## src/rtl/cdh_pkg.sv

```systemverilog
// cdh_pkg: shared types and constants of the clench detector
// no dependencies; used by every module of the block by scoped names
`default_nettype none

package cdh_pkg;

    // field widths
    localparam int unsigned C_VAL_BITS   = 16;
    localparam int unsigned C_STAMP_BITS = 32;

    // configuration register indexes
    localparam int unsigned C_IDX_BITS = 2;
    typedef enum logic [C_IDX_BITS-1:0] {
        REG_ZERO_LEVEL       = 2'd0,
        REG_MAX_PRESSURE     = 2'd1,
        REG_CLENCH_THRESHOLD = 2'd2,
        REG_HOLD_MS          = 2'd3
    } t_reg_idx;

    // register reset values
    localparam logic [C_VAL_BITS-1:0] C_RST_ZERO_LEVEL   = 16'd0;
    localparam logic [C_VAL_BITS-1:0] C_RST_MAX_PRESSURE = 16'd1023;
    localparam logic [C_VAL_BITS-1:0] C_RST_THRESHOLD    = 16'd200;
    localparam logic [C_VAL_BITS-1:0] C_RST_HOLD_MS      = 16'd500;

    // release level is threshold divided by four
    localparam int unsigned C_DISARM_SHIFT = 2;

    // configuration bundle
    typedef struct packed {
        logic [C_VAL_BITS-1:0] zero_level;
        logic [C_VAL_BITS-1:0] max_pressure;
        logic [C_VAL_BITS-1:0] clench_threshold;
        logic [C_VAL_BITS-1:0] hold_ms;
    } t_cfg;

    // per-result flags
    typedef struct packed {
        logic clenching;
        logic release_event;
        logic clench_event;
    } t_flags;

endpackage

`default_nettype wire

```

## src/rtl/cdh_cfg_regs.sv

```systemverilog
// cdh_cfg_regs: configuration register bank of the clench detector
// depends on cdh_pkg for the register indexes and the t_cfg bundle
`default_nettype none

module cdh_cfg_regs (
    input  wire logic                             i_clk,
    input  wire logic                             i_rst_n,
    input  wire logic                             i_wr_en,
    input  wire logic [cdh_pkg::C_IDX_BITS-1:0]   i_wr_index,
    input  wire logic [cdh_pkg::C_VAL_BITS-1:0]   i_wr_data,
    output cdh_pkg::t_cfg                         o_cfg
);

    cdh_pkg::t_cfg r_cfg;

    // register writes, unknown indexes ignored
    always_ff @(posedge i_clk) begin
        if (!i_rst_n) begin
            r_cfg.zero_level       <= cdh_pkg::C_RST_ZERO_LEVEL;
            r_cfg.max_pressure     <= cdh_pkg::C_RST_MAX_PRESSURE;
            r_cfg.clench_threshold <= cdh_pkg::C_RST_THRESHOLD;
            r_cfg.hold_ms          <= cdh_pkg::C_RST_HOLD_MS;
        end else if (i_wr_en) begin
            case (cdh_pkg::t_reg_idx'(i_wr_index))
                cdh_pkg::REG_ZERO_LEVEL:       r_cfg.zero_level       <= i_wr_data;
                cdh_pkg::REG_MAX_PRESSURE:     r_cfg.max_pressure     <= i_wr_data;
                cdh_pkg::REG_CLENCH_THRESHOLD: r_cfg.clench_threshold <= i_wr_data;
                cdh_pkg::REG_HOLD_MS:          r_cfg.hold_ms          <= i_wr_data;
                default: ;
            endcase
        end
    end

    assign o_cfg = r_cfg;

endmodule

`default_nettype wire

```

## src/rtl/cdh_core.sv

```systemverilog
// cdh_core: pressure clamp, hysteresis arming and hold timer of the detector
// depends on cdh_pkg; state advances only when i_step is high
`default_nettype none

module cdh_core #(
    parameter int unsigned TIME_BITS = 32
) (
    input  wire logic                               i_clk,
    input  wire logic                               i_rst_n,
    input  wire logic                               i_step,
    input  wire cdh_pkg::t_cfg                      i_cfg,
    input  wire logic [cdh_pkg::C_VAL_BITS-1:0]     i_charge,
    input  wire logic [cdh_pkg::C_STAMP_BITS-1:0]   i_now,
    output logic      [cdh_pkg::C_VAL_BITS-1:0]     o_pressure,
    output cdh_pkg::t_flags                         o_flags
);

    logic                               r_armed;
    logic                               r_pending;
    logic                               r_active;
    logic [cdh_pkg::C_VAL_BITS-1:0]     r_prev;
    logic [TIME_BITS-1:0]               r_arm_time;

    logic                               n_armed;
    logic                               n_pending;
    logic                               n_active;
    logic [TIME_BITS-1:0]               n_arm_time;

    logic [TIME_BITS+cdh_pkg::C_STAMP_BITS-1:0] w_now_ext;
    logic [TIME_BITS+cdh_pkg::C_VAL_BITS-1:0]   w_hold_ext;
    logic [TIME_BITS-1:0]               w_now;
    logic [TIME_BITS-1:0]               w_hold;
    logic [TIME_BITS-1:0]               w_elapsed;
    logic [cdh_pkg::C_VAL_BITS-1:0]     w_diff;
    logic [cdh_pkg::C_VAL_BITS-1:0]     w_p;
    logic [cdh_pkg::C_VAL_BITS-1:0]     w_release_lvl;
    logic                               w_arm;
    logic                               w_pend_mid;
    logic                               w_fire;
    logic                               w_rel;

    // timestamp and hold kept to TIME_BITS
    assign w_now_ext  = {{TIME_BITS{1'b0}}, i_now};
    assign w_now      = w_now_ext[TIME_BITS-1:0];
    assign w_hold_ext = {{TIME_BITS{1'b0}}, i_cfg.hold_ms};
    assign w_hold     = w_hold_ext[TIME_BITS-1:0];

    // baseline subtract and clamp
    assign w_diff = i_charge - i_cfg.zero_level;
    always_comb begin
        if (i_charge < i_cfg.zero_level) begin
            w_p = '0;
        end else if (w_diff > i_cfg.max_pressure) begin
            w_p = i_cfg.max_pressure;
        end else begin
            w_p = w_diff;
        end
    end

    // hysteresis arm and disarm
    assign w_release_lvl = i_cfg.clench_threshold >> cdh_pkg::C_DISARM_SHIFT;
    assign w_arm = !r_armed && (w_p > r_prev) && (w_p > i_cfg.clench_threshold);

    always_comb begin
        if (r_armed) begin
            n_armed = !((w_p < r_prev) && (w_p <= w_release_lvl));
        end else begin
            n_armed = w_arm;
        end
    end

    assign w_pend_mid = r_pending || w_arm;
    assign n_arm_time = w_arm ? w_now : r_arm_time;
    assign w_elapsed  = w_now - n_arm_time;

    // hold timer event, clench wins over release
    assign w_fire = w_pend_mid && n_armed && (w_elapsed > w_hold);
    assign w_rel  = !w_fire && r_active && !n_armed;

    always_comb begin
        n_pending = w_pend_mid;
        n_active  = r_active;
        if (w_fire) begin
            n_pending = 1'b0;
            n_active  = 1'b1;
        end else if (w_rel) begin
            n_pending = 1'b0;
            n_active  = 1'b0;
        end
    end

    // state update per transaction
    always_ff @(posedge i_clk) begin
        if (!i_rst_n) begin
            r_armed    <= 1'b0;
            r_pending  <= 1'b0;
            r_active   <= 1'b0;
            r_prev     <= '0;
            r_arm_time <= '0;
        end else if (i_step) begin
            r_armed    <= n_armed;
            r_pending  <= n_pending;
            r_active   <= n_active;
            r_prev     <= w_p;
            r_arm_time <= n_arm_time;
        end
    end

    assign o_pressure            = w_p;
    assign o_flags.clench_event  = w_fire;
    assign o_flags.release_event = w_rel;
    assign o_flags.clenching     = n_active;

endmodule

`default_nettype wire

```

## src/rtl/clench_detector_hysteresis_hold.sv

```systemverilog
// clench_detector_hysteresis_hold: top level, input and result registers
// depends on cdh_pkg, cdh_cfg_regs and cdh_core
//
//   channel   direction  handshake                    payload
//   s_axis    in         i_s_axis_tvalid/o_s_axis_tready  tdata = charge_time, now_ms
//   m_axis    out        o_m_axis_tvalid/i_m_axis_tready  tdata = pressure_value, tuser = flags
//   cfg       in         i_cfg_valid/o_cfg_ready      i_cfg_index, i_cfg_data
//
// one sample per cycle sustained while the receiver takes each result; a sample passes
// the input register, then the detector logic into the result register
// synchronous active-low reset clears the pipeline valids, detector state and config registers
// a stalled result holds its register; an empty input register still takes one more sample
// configuration writes complete in the cycle they are presented
`default_nettype none

module clench_detector_hysteresis_hold #(
    parameter int unsigned TIME_BITS = 32
) (
    input  wire logic        i_clk,
    input  wire logic        i_rst_n,
    // input stream
    input  wire logic        i_s_axis_tvalid,
    output logic             o_s_axis_tready,
    input  wire logic [47:0] i_s_axis_tdata,   // [15:0] charge_time, [47:16] now_ms
    // result stream
    output logic             o_m_axis_tvalid,
    input  wire logic        i_m_axis_tready,
    output logic      [15:0] o_m_axis_tdata,   // [15:0] pressure_value
    output logic      [7:0]  o_m_axis_tuser,   // [0] clench_event, [1] release_event,
                                               // [2] clenching, [7:3] zero
    // configuration writes
    input  wire logic        i_cfg_valid,
    output logic             o_cfg_ready,
    input  wire logic [1:0]  i_cfg_index,
    input  wire logic [15:0] i_cfg_data
);

    cdh_pkg::t_cfg                     w_cfg;
    cdh_pkg::t_flags                   w_flags;
    logic [cdh_pkg::C_VAL_BITS-1:0]    w_pressure;
    logic                              w_advance;

    logic                              r_in_valid;
    logic [cdh_pkg::C_VAL_BITS-1:0]    r_charge;
    logic [cdh_pkg::C_STAMP_BITS-1:0]  r_now;
    logic                              r_out_valid;
    logic [cdh_pkg::C_VAL_BITS-1:0]    r_pressure;
    cdh_pkg::t_flags                   r_flags;

    // configuration bank
    assign o_cfg_ready = 1'b1;

    cdh_cfg_regs u_cfg (
        .i_clk      (i_clk),
        .i_rst_n    (i_rst_n),
        .i_wr_en    (i_cfg_valid),
        .i_wr_index (i_cfg_index),
        .i_wr_data  (i_cfg_data),
        .o_cfg      (w_cfg)
    );

    // pipeline flow control
    assign w_advance       = r_in_valid && (!r_out_valid || i_m_axis_tready);
    assign o_s_axis_tready = !r_in_valid || w_advance;

    // input register
    always_ff @(posedge i_clk) begin
        if (!i_rst_n) begin
            r_in_valid <= 1'b0;
        end else if (o_s_axis_tready) begin
            r_in_valid <= i_s_axis_tvalid;
        end
    end

    always_ff @(posedge i_clk) begin
        if (i_s_axis_tvalid && o_s_axis_tready) begin
            r_charge <= i_s_axis_tdata[15:0];
            r_now    <= i_s_axis_tdata[47:16];
        end
    end

    // detector logic
    cdh_core #(
        .TIME_BITS (TIME_BITS)
    ) u_core (
        .i_clk      (i_clk),
        .i_rst_n    (i_rst_n),
        .i_step     (w_advance),
        .i_cfg      (w_cfg),
        .i_charge   (r_charge),
        .i_now      (r_now),
        .o_pressure (w_pressure),
        .o_flags    (w_flags)
    );

    // result register
    always_ff @(posedge i_clk) begin
        if (!i_rst_n) begin
            r_out_valid <= 1'b0;
        end else if (w_advance) begin
            r_out_valid <= 1'b1;
        end else if (i_m_axis_tready) begin
            r_out_valid <= 1'b0;
        end
    end

    always_ff @(posedge i_clk) begin
        if (w_advance) begin
            r_pressure <= w_pressure;
            r_flags    <= w_flags;
        end
    end

    assign o_m_axis_tvalid = r_out_valid;
    assign o_m_axis_tdata  = r_pressure;
    assign o_m_axis_tuser  = {5'd0, r_flags.clenching, r_flags.release_event,
                              r_flags.clench_event};

    // at most one event per result
    a_one_event: assert property (@(posedge i_clk) disable iff (!i_rst_n)
        r_out_valid |-> !(r_flags.clench_event && r_flags.release_event))
        else $error("clench and release event in the same result");

    // a clench event leaves the clench active
    a_clench_active: assert property (@(posedge i_clk) disable iff (!i_rst_n)
        (r_out_valid && r_flags.clench_event) |-> r_flags.clenching)
        else $error("clench event without active clench");

    // a release event ends the clench
    a_release_ends: assert property (@(posedge i_clk) disable iff (!i_rst_n)
        (r_out_valid && r_flags.release_event) |-> !r_flags.clenching)
        else $error("release event with clench still active");

    // no result appears without a held sample behind it
    a_result_source: assert property (@(posedge i_clk) disable iff (!i_rst_n)
        (r_out_valid && !$past(r_out_valid)) |-> $past(r_in_valid))
        else $error("result produced without an input sample");

endmodule

`default_nettype wire

```

## config.mk

```make
export PLATFORM = sky130hd
export DESIGN_NAME = clench_detector_hysteresis_hold
export DESIGN_NICKNAME = d
export VERILOG_FILES = /design/src/rtl/cdh_pkg.sv /design/src/rtl/cdh_cfg_regs.sv /design/src/rtl/cdh_core.sv /design/src/rtl/clench_detector_hysteresis_hold.sv
export SDC_FILE = /design/constraint.sdc
export NUM_CORES = 1
export LEC_CHECK = 0
export ABC_AREA = 1
export BUFFER_PORTS_ARGS = -buffer_cell sky130_fd_sc_hd__buf_2
export CORE_AREA = 3 3 159 161
export CTS_BUF_LIST = sky130_fd_sc_hd__clkbuf_4 sky130_fd_sc_hd__clkbuf_8
export DETAILED_ROUTE_END_ITERATION = 16
export DIE_AREA = 0 0 162 164
export PLACE_DENSITY = 0.66
export SYNTH_ARGS = -nofsm -noshare
export SYNTH_HDL_FRONTEND = slang
export SYNTH_SLANG_ARGS = --single-unit
export TNS_END_PERCENT = 20
```

## constraint.sdc

```tcl
create_clock -name i_clk -period 22.3 [get_ports i_clk]
set_clock_uncertainty 0.1 [all_clocks]
set_input_delay 4.46 -clock i_clk [delete_from_list [all_inputs] [get_ports i_clk]]
set_output_delay 4.46 -clock i_clk [all_outputs]
set_load 0.02 [all_outputs]
```

==> flow_summary.json <==
{
  "status": "finished, final reports clean",
  "endpoint": "o_m_axis_tuser[2]",
  "fin_hold_ws_ns": 0.365,
  "syn-cell-area_um2": 11500,
  "yosysSeqAreaShare_pct": 38.0,
  "core_um2": 24100,
  "synth_ff_type": "dfxtp_1",
  "path_depth": 57,
  "dp_hpwl_um": 21100,
  "synth_area_per_cell_um2": 7.79,
  "tns_ns": 0,
  "reg2regPathDepth": 57,
  "syn_inst": 1470,
  "grt_pass1_vias": 9139,
  "cpMostUsedCell": "nand2_1",
  "fp.dieArea_um2": 26600,
  "path_max_fanout": 55,
  "r2r-start": "r_charge[2]",
  "overflow": 0,
  "globalplace.congestion": 0.881,
  "startpoint": "r_charge[2]",
  "drive_gt1_share_pct": 10.5,
  "synth_cell_type_count": 50,
  "holdBufCountCts": 0,
  "slowest_stage": "buf_4",
  "tightest_slew_ns": 1.10,
  "maxSlewViolCount": 0,
  "dr.pass1.iters": 5,
  "cts.clk_slew.worst_paths_ns": 0.10,
  "synth_warnings": 0,
  "wl_um": 27600,
  "switchingPower_mw": 0.572,
  "hp-class": "reg -> reg",
  "p_leak_nw": 5.92,
  "ff_latch_area_um2": 4350,
  "antenna_found_initial": 0,
  "r2r_setup_slack_ns": 11.92,
  "finalSetupViolations": 0,
  "h-tree-depth": 4,
  "place_area_um2": 12200,
  "num-nets-final": 1739,
  "area_delta_synth_final_pct": 9.31,
  "routed_via_density": 5.14,
  "clock_power_share_pct": 16.6,
  "drc": 0,
  "reg2reg_to": "o_m_axis_tuser[2]",
  "track_usage_pct": 21.0,
  "fin_util_pct": 52.0,
  "slowest_delay_ns": 0.53,
  "relSlewSlack_pct": 26.5,
  "final_cell_mix": "nand2_1, inv_1, a21oi_1",
  "cap_viol_max_count": 0,
  "cp_data_arrival_time_ns": 10.52,
  "rsz0062_at_grt": "false",
  "num_rows": 57,
  "first_iter_violations": 486,
  "crit_required_ns": 22.45,
  "crit_type": "reg -> reg",
  "period_minus_slack_ns": 10.38,
  "timing.fmax_mhz": 96.4,
  "io_pins": 98,
  "hold_depth": 2,
  "vias": 9675,
  "io_buffers": 91,
  "cp_num_buf_inv": 3,
  "p_per_area_nw_per_um2": 102,
  "critPathCaptureType": "flop",
  "post-cts-setup-buffer-count": 0,
  "initial_utilization_pct": 47.5,
  "p_seq_share_pct": 30.5,
  "clockBufferDepth": 2,
  "wire_per_inst_um": 14.7,
  "layout_commonest_cell": "nand2_1",
  "num_antenna_cells": 0,
  "design_area_um2": 12500,
  "crit_family": "simple AND/OR/NAND/NOR gates",
  "insertion_delay_ns": 0.49,
  "clock-sinks": 184,
  "critPathLaunchType": "flop",
  "finalWorstSetupSlack_ns": 11.92,
  "synth_edf_count": 67,
  "clock-root-buffer": "clkbuf_8",
  "die_h_um": 164,
  "min_period_over_period_pct": 46.5,
  "p_int_mw": 0.700,
  "multiInputGateArea_um2": 6010,
  "dpl_worst_slack_ns": 12.06,
  "netSwitchingFraction_pct": 45.0,
  "antenna_left": 0,
  "hold_violations": 0,
  "n_fill_cell": 2425,
  "cts_made_buffers": 17,
  "async_flop_share_pct": 0,
  "vdd_drop_max_uv": 50.1,
  "cts_tree": "yes",
  "fp.dieW_um": 162,
  "cts_resized": 0,
  "combPwrFrac_pct": 52.9,
  "ys_seq_elements": 184,
  "grt_max_degree": 89,
  "grt_pass1_wl_um": 44900
}
-- worst reg2reg max path, delay by kind of cell (launching register included) --
kind	cells	cell delay (ns)
buffers and inverters	3	0.99
DFF	1	0.39
and+or+nand+nor	30	3.58
AOI/OAI and AO/OA	16	2.81
xor gates and xnor gates	2	0.31
adders and majority gates	6	1.95
-- power by group through the flow --
stage | clock (mW) | sequential, mW | combinational [mW]
2_1_floorplan | 0 | 0.398 | 0.515
3_3_place_gp | 0 | 0.395 | 0.658
3_5_place_dp | 0 | 0.396 | 0.670
4_1_cts | 0.216 | 0.388 | 0.674
5_1_grt | 0.229 | 0.391 | 0.773
6_report | 0.211 | 0.388 | 0.673
-- Yosys cell counts, types with 3 or more instances --
library cell | count | area [um^2]
nand3b_1 | 4 | 30.0
xor2_1 | 19 | 166
o21ai_1 | 6 | 30.0
buf_4 | 6 | 45.0
mux2i_1 | 22 | 220
ha_1 | 122 | 1530
a31oi_1 | 3 | 18.8
nand4_1 | 14 | 87.6
o211ai_1 | 40 | 300
dfxtp_1 | 117 | 2340
edfxtp_1 | 67 | 2010
nand3_2 | 5 | 50.1
nor2_2 | 3 | 18.8
nand2_1 | 288 | 1080
a21oi_1 | 157 | 786
a21oi_2 | 3 | 26.3
o21ai_0 | 111 | 556
xnor2_1 | 6 | 52.6
nor3_1 | 16 | 80.1
a211oi_1 | 11 | 82.6
buf_1 | 4 | 15.0
clkbuf_1 | 36 | 135
nand3_1 | 43 | 215
nor2_1 | 85 | 319
nand2_2 | 7 | 43.8
inv_1 | 236 | 886
inv_2 | 5 | 18.8
-- kinds of logic (layout without fill, tap and decap cells) --
kind of cell	count (synthesis)	count (layout)	share of synthesized area, %
and+or+nand+nor	476	476	17.8
AOI/OAI and AO/OA	347	347	16.9
buffers and inverters	290	373	9.76
DFF	184	184	38.0
adders and majority gates	124	124	13.7
xor gates and xnor gates	25	25	1.91
muxes	22	22	1.92
other	2	6	0.0655
-- worst min path at each step --
stage                                from               to  slack [ns]
after global placement    u_cfg.o_cfg[63]  u_cfg.o_cfg[63]        0.35
after detailed placement  u_cfg.o_cfg[55]  u_cfg.o_cfg[55]        0.35
after floorplan           u_cfg.o_cfg[50]  u_cfg.o_cfg[50]        0.33
final                     u_cfg.o_cfg[58]  u_cfg.o_cfg[58]        0.36
after CTS                 u_cfg.o_cfg[55]  u_cfg.o_cfg[55]        0.37
after global routing      u_cfg.o_cfg[63]  u_cfg.o_cfg[63]        0.38
-- sequential cells by signal (all words and copies together) (netlist names) --
signal and count:
r_charge 16, r_now 32, u_core.r_pending 1, r_in_valid 1, u_core.r_arm_time 32, u_core.r_armed 1, o_m_axis_tuser 3, u_core.r_active 1
u_core.r_prev 16, o_m_axis_tvalid 1, o_m_axis_tdata 16, u_cfg.o_cfg 64
-- metal layers --
metal	GRT usage [%]	up-vias	wire length (um)
met4	5.51	0	478
li1	-	5049	-
met1	26.7	4410	12700
met5	0	-	0
met3	3.48	36	1050
met2	37.2	180	13300
-- cell type report --
| type | count | area share, % |
|---|---|---|
| repair buffers | 98 | 4.06 |
| multi-input cells | 1000 | 47.9 |
| flip-flops and latches | 184 | 34.8 |
| well taps | 324 | 3.24 |
| inverters | 243 | 7.28 |
| clock buffers | 18 | 1.93 |
| clock inverters | 14 | 0.789 |
-- through the flow --
| stage | power [mW] | instances |
|---|---|---|
| 2_1_floorplan | 0.913 | 1474 |
| 3_3_place_gp | 1.05 | 1849 |
| 3_5_place_dp | 1.07 | 1849 |
| 4_1_cts | 1.28 | 1881 |
| 5_1_grt | 1.39 | 1881 |
| 6_report | 1.27 | 1881 |
Power figures use the tool's default switching activity.
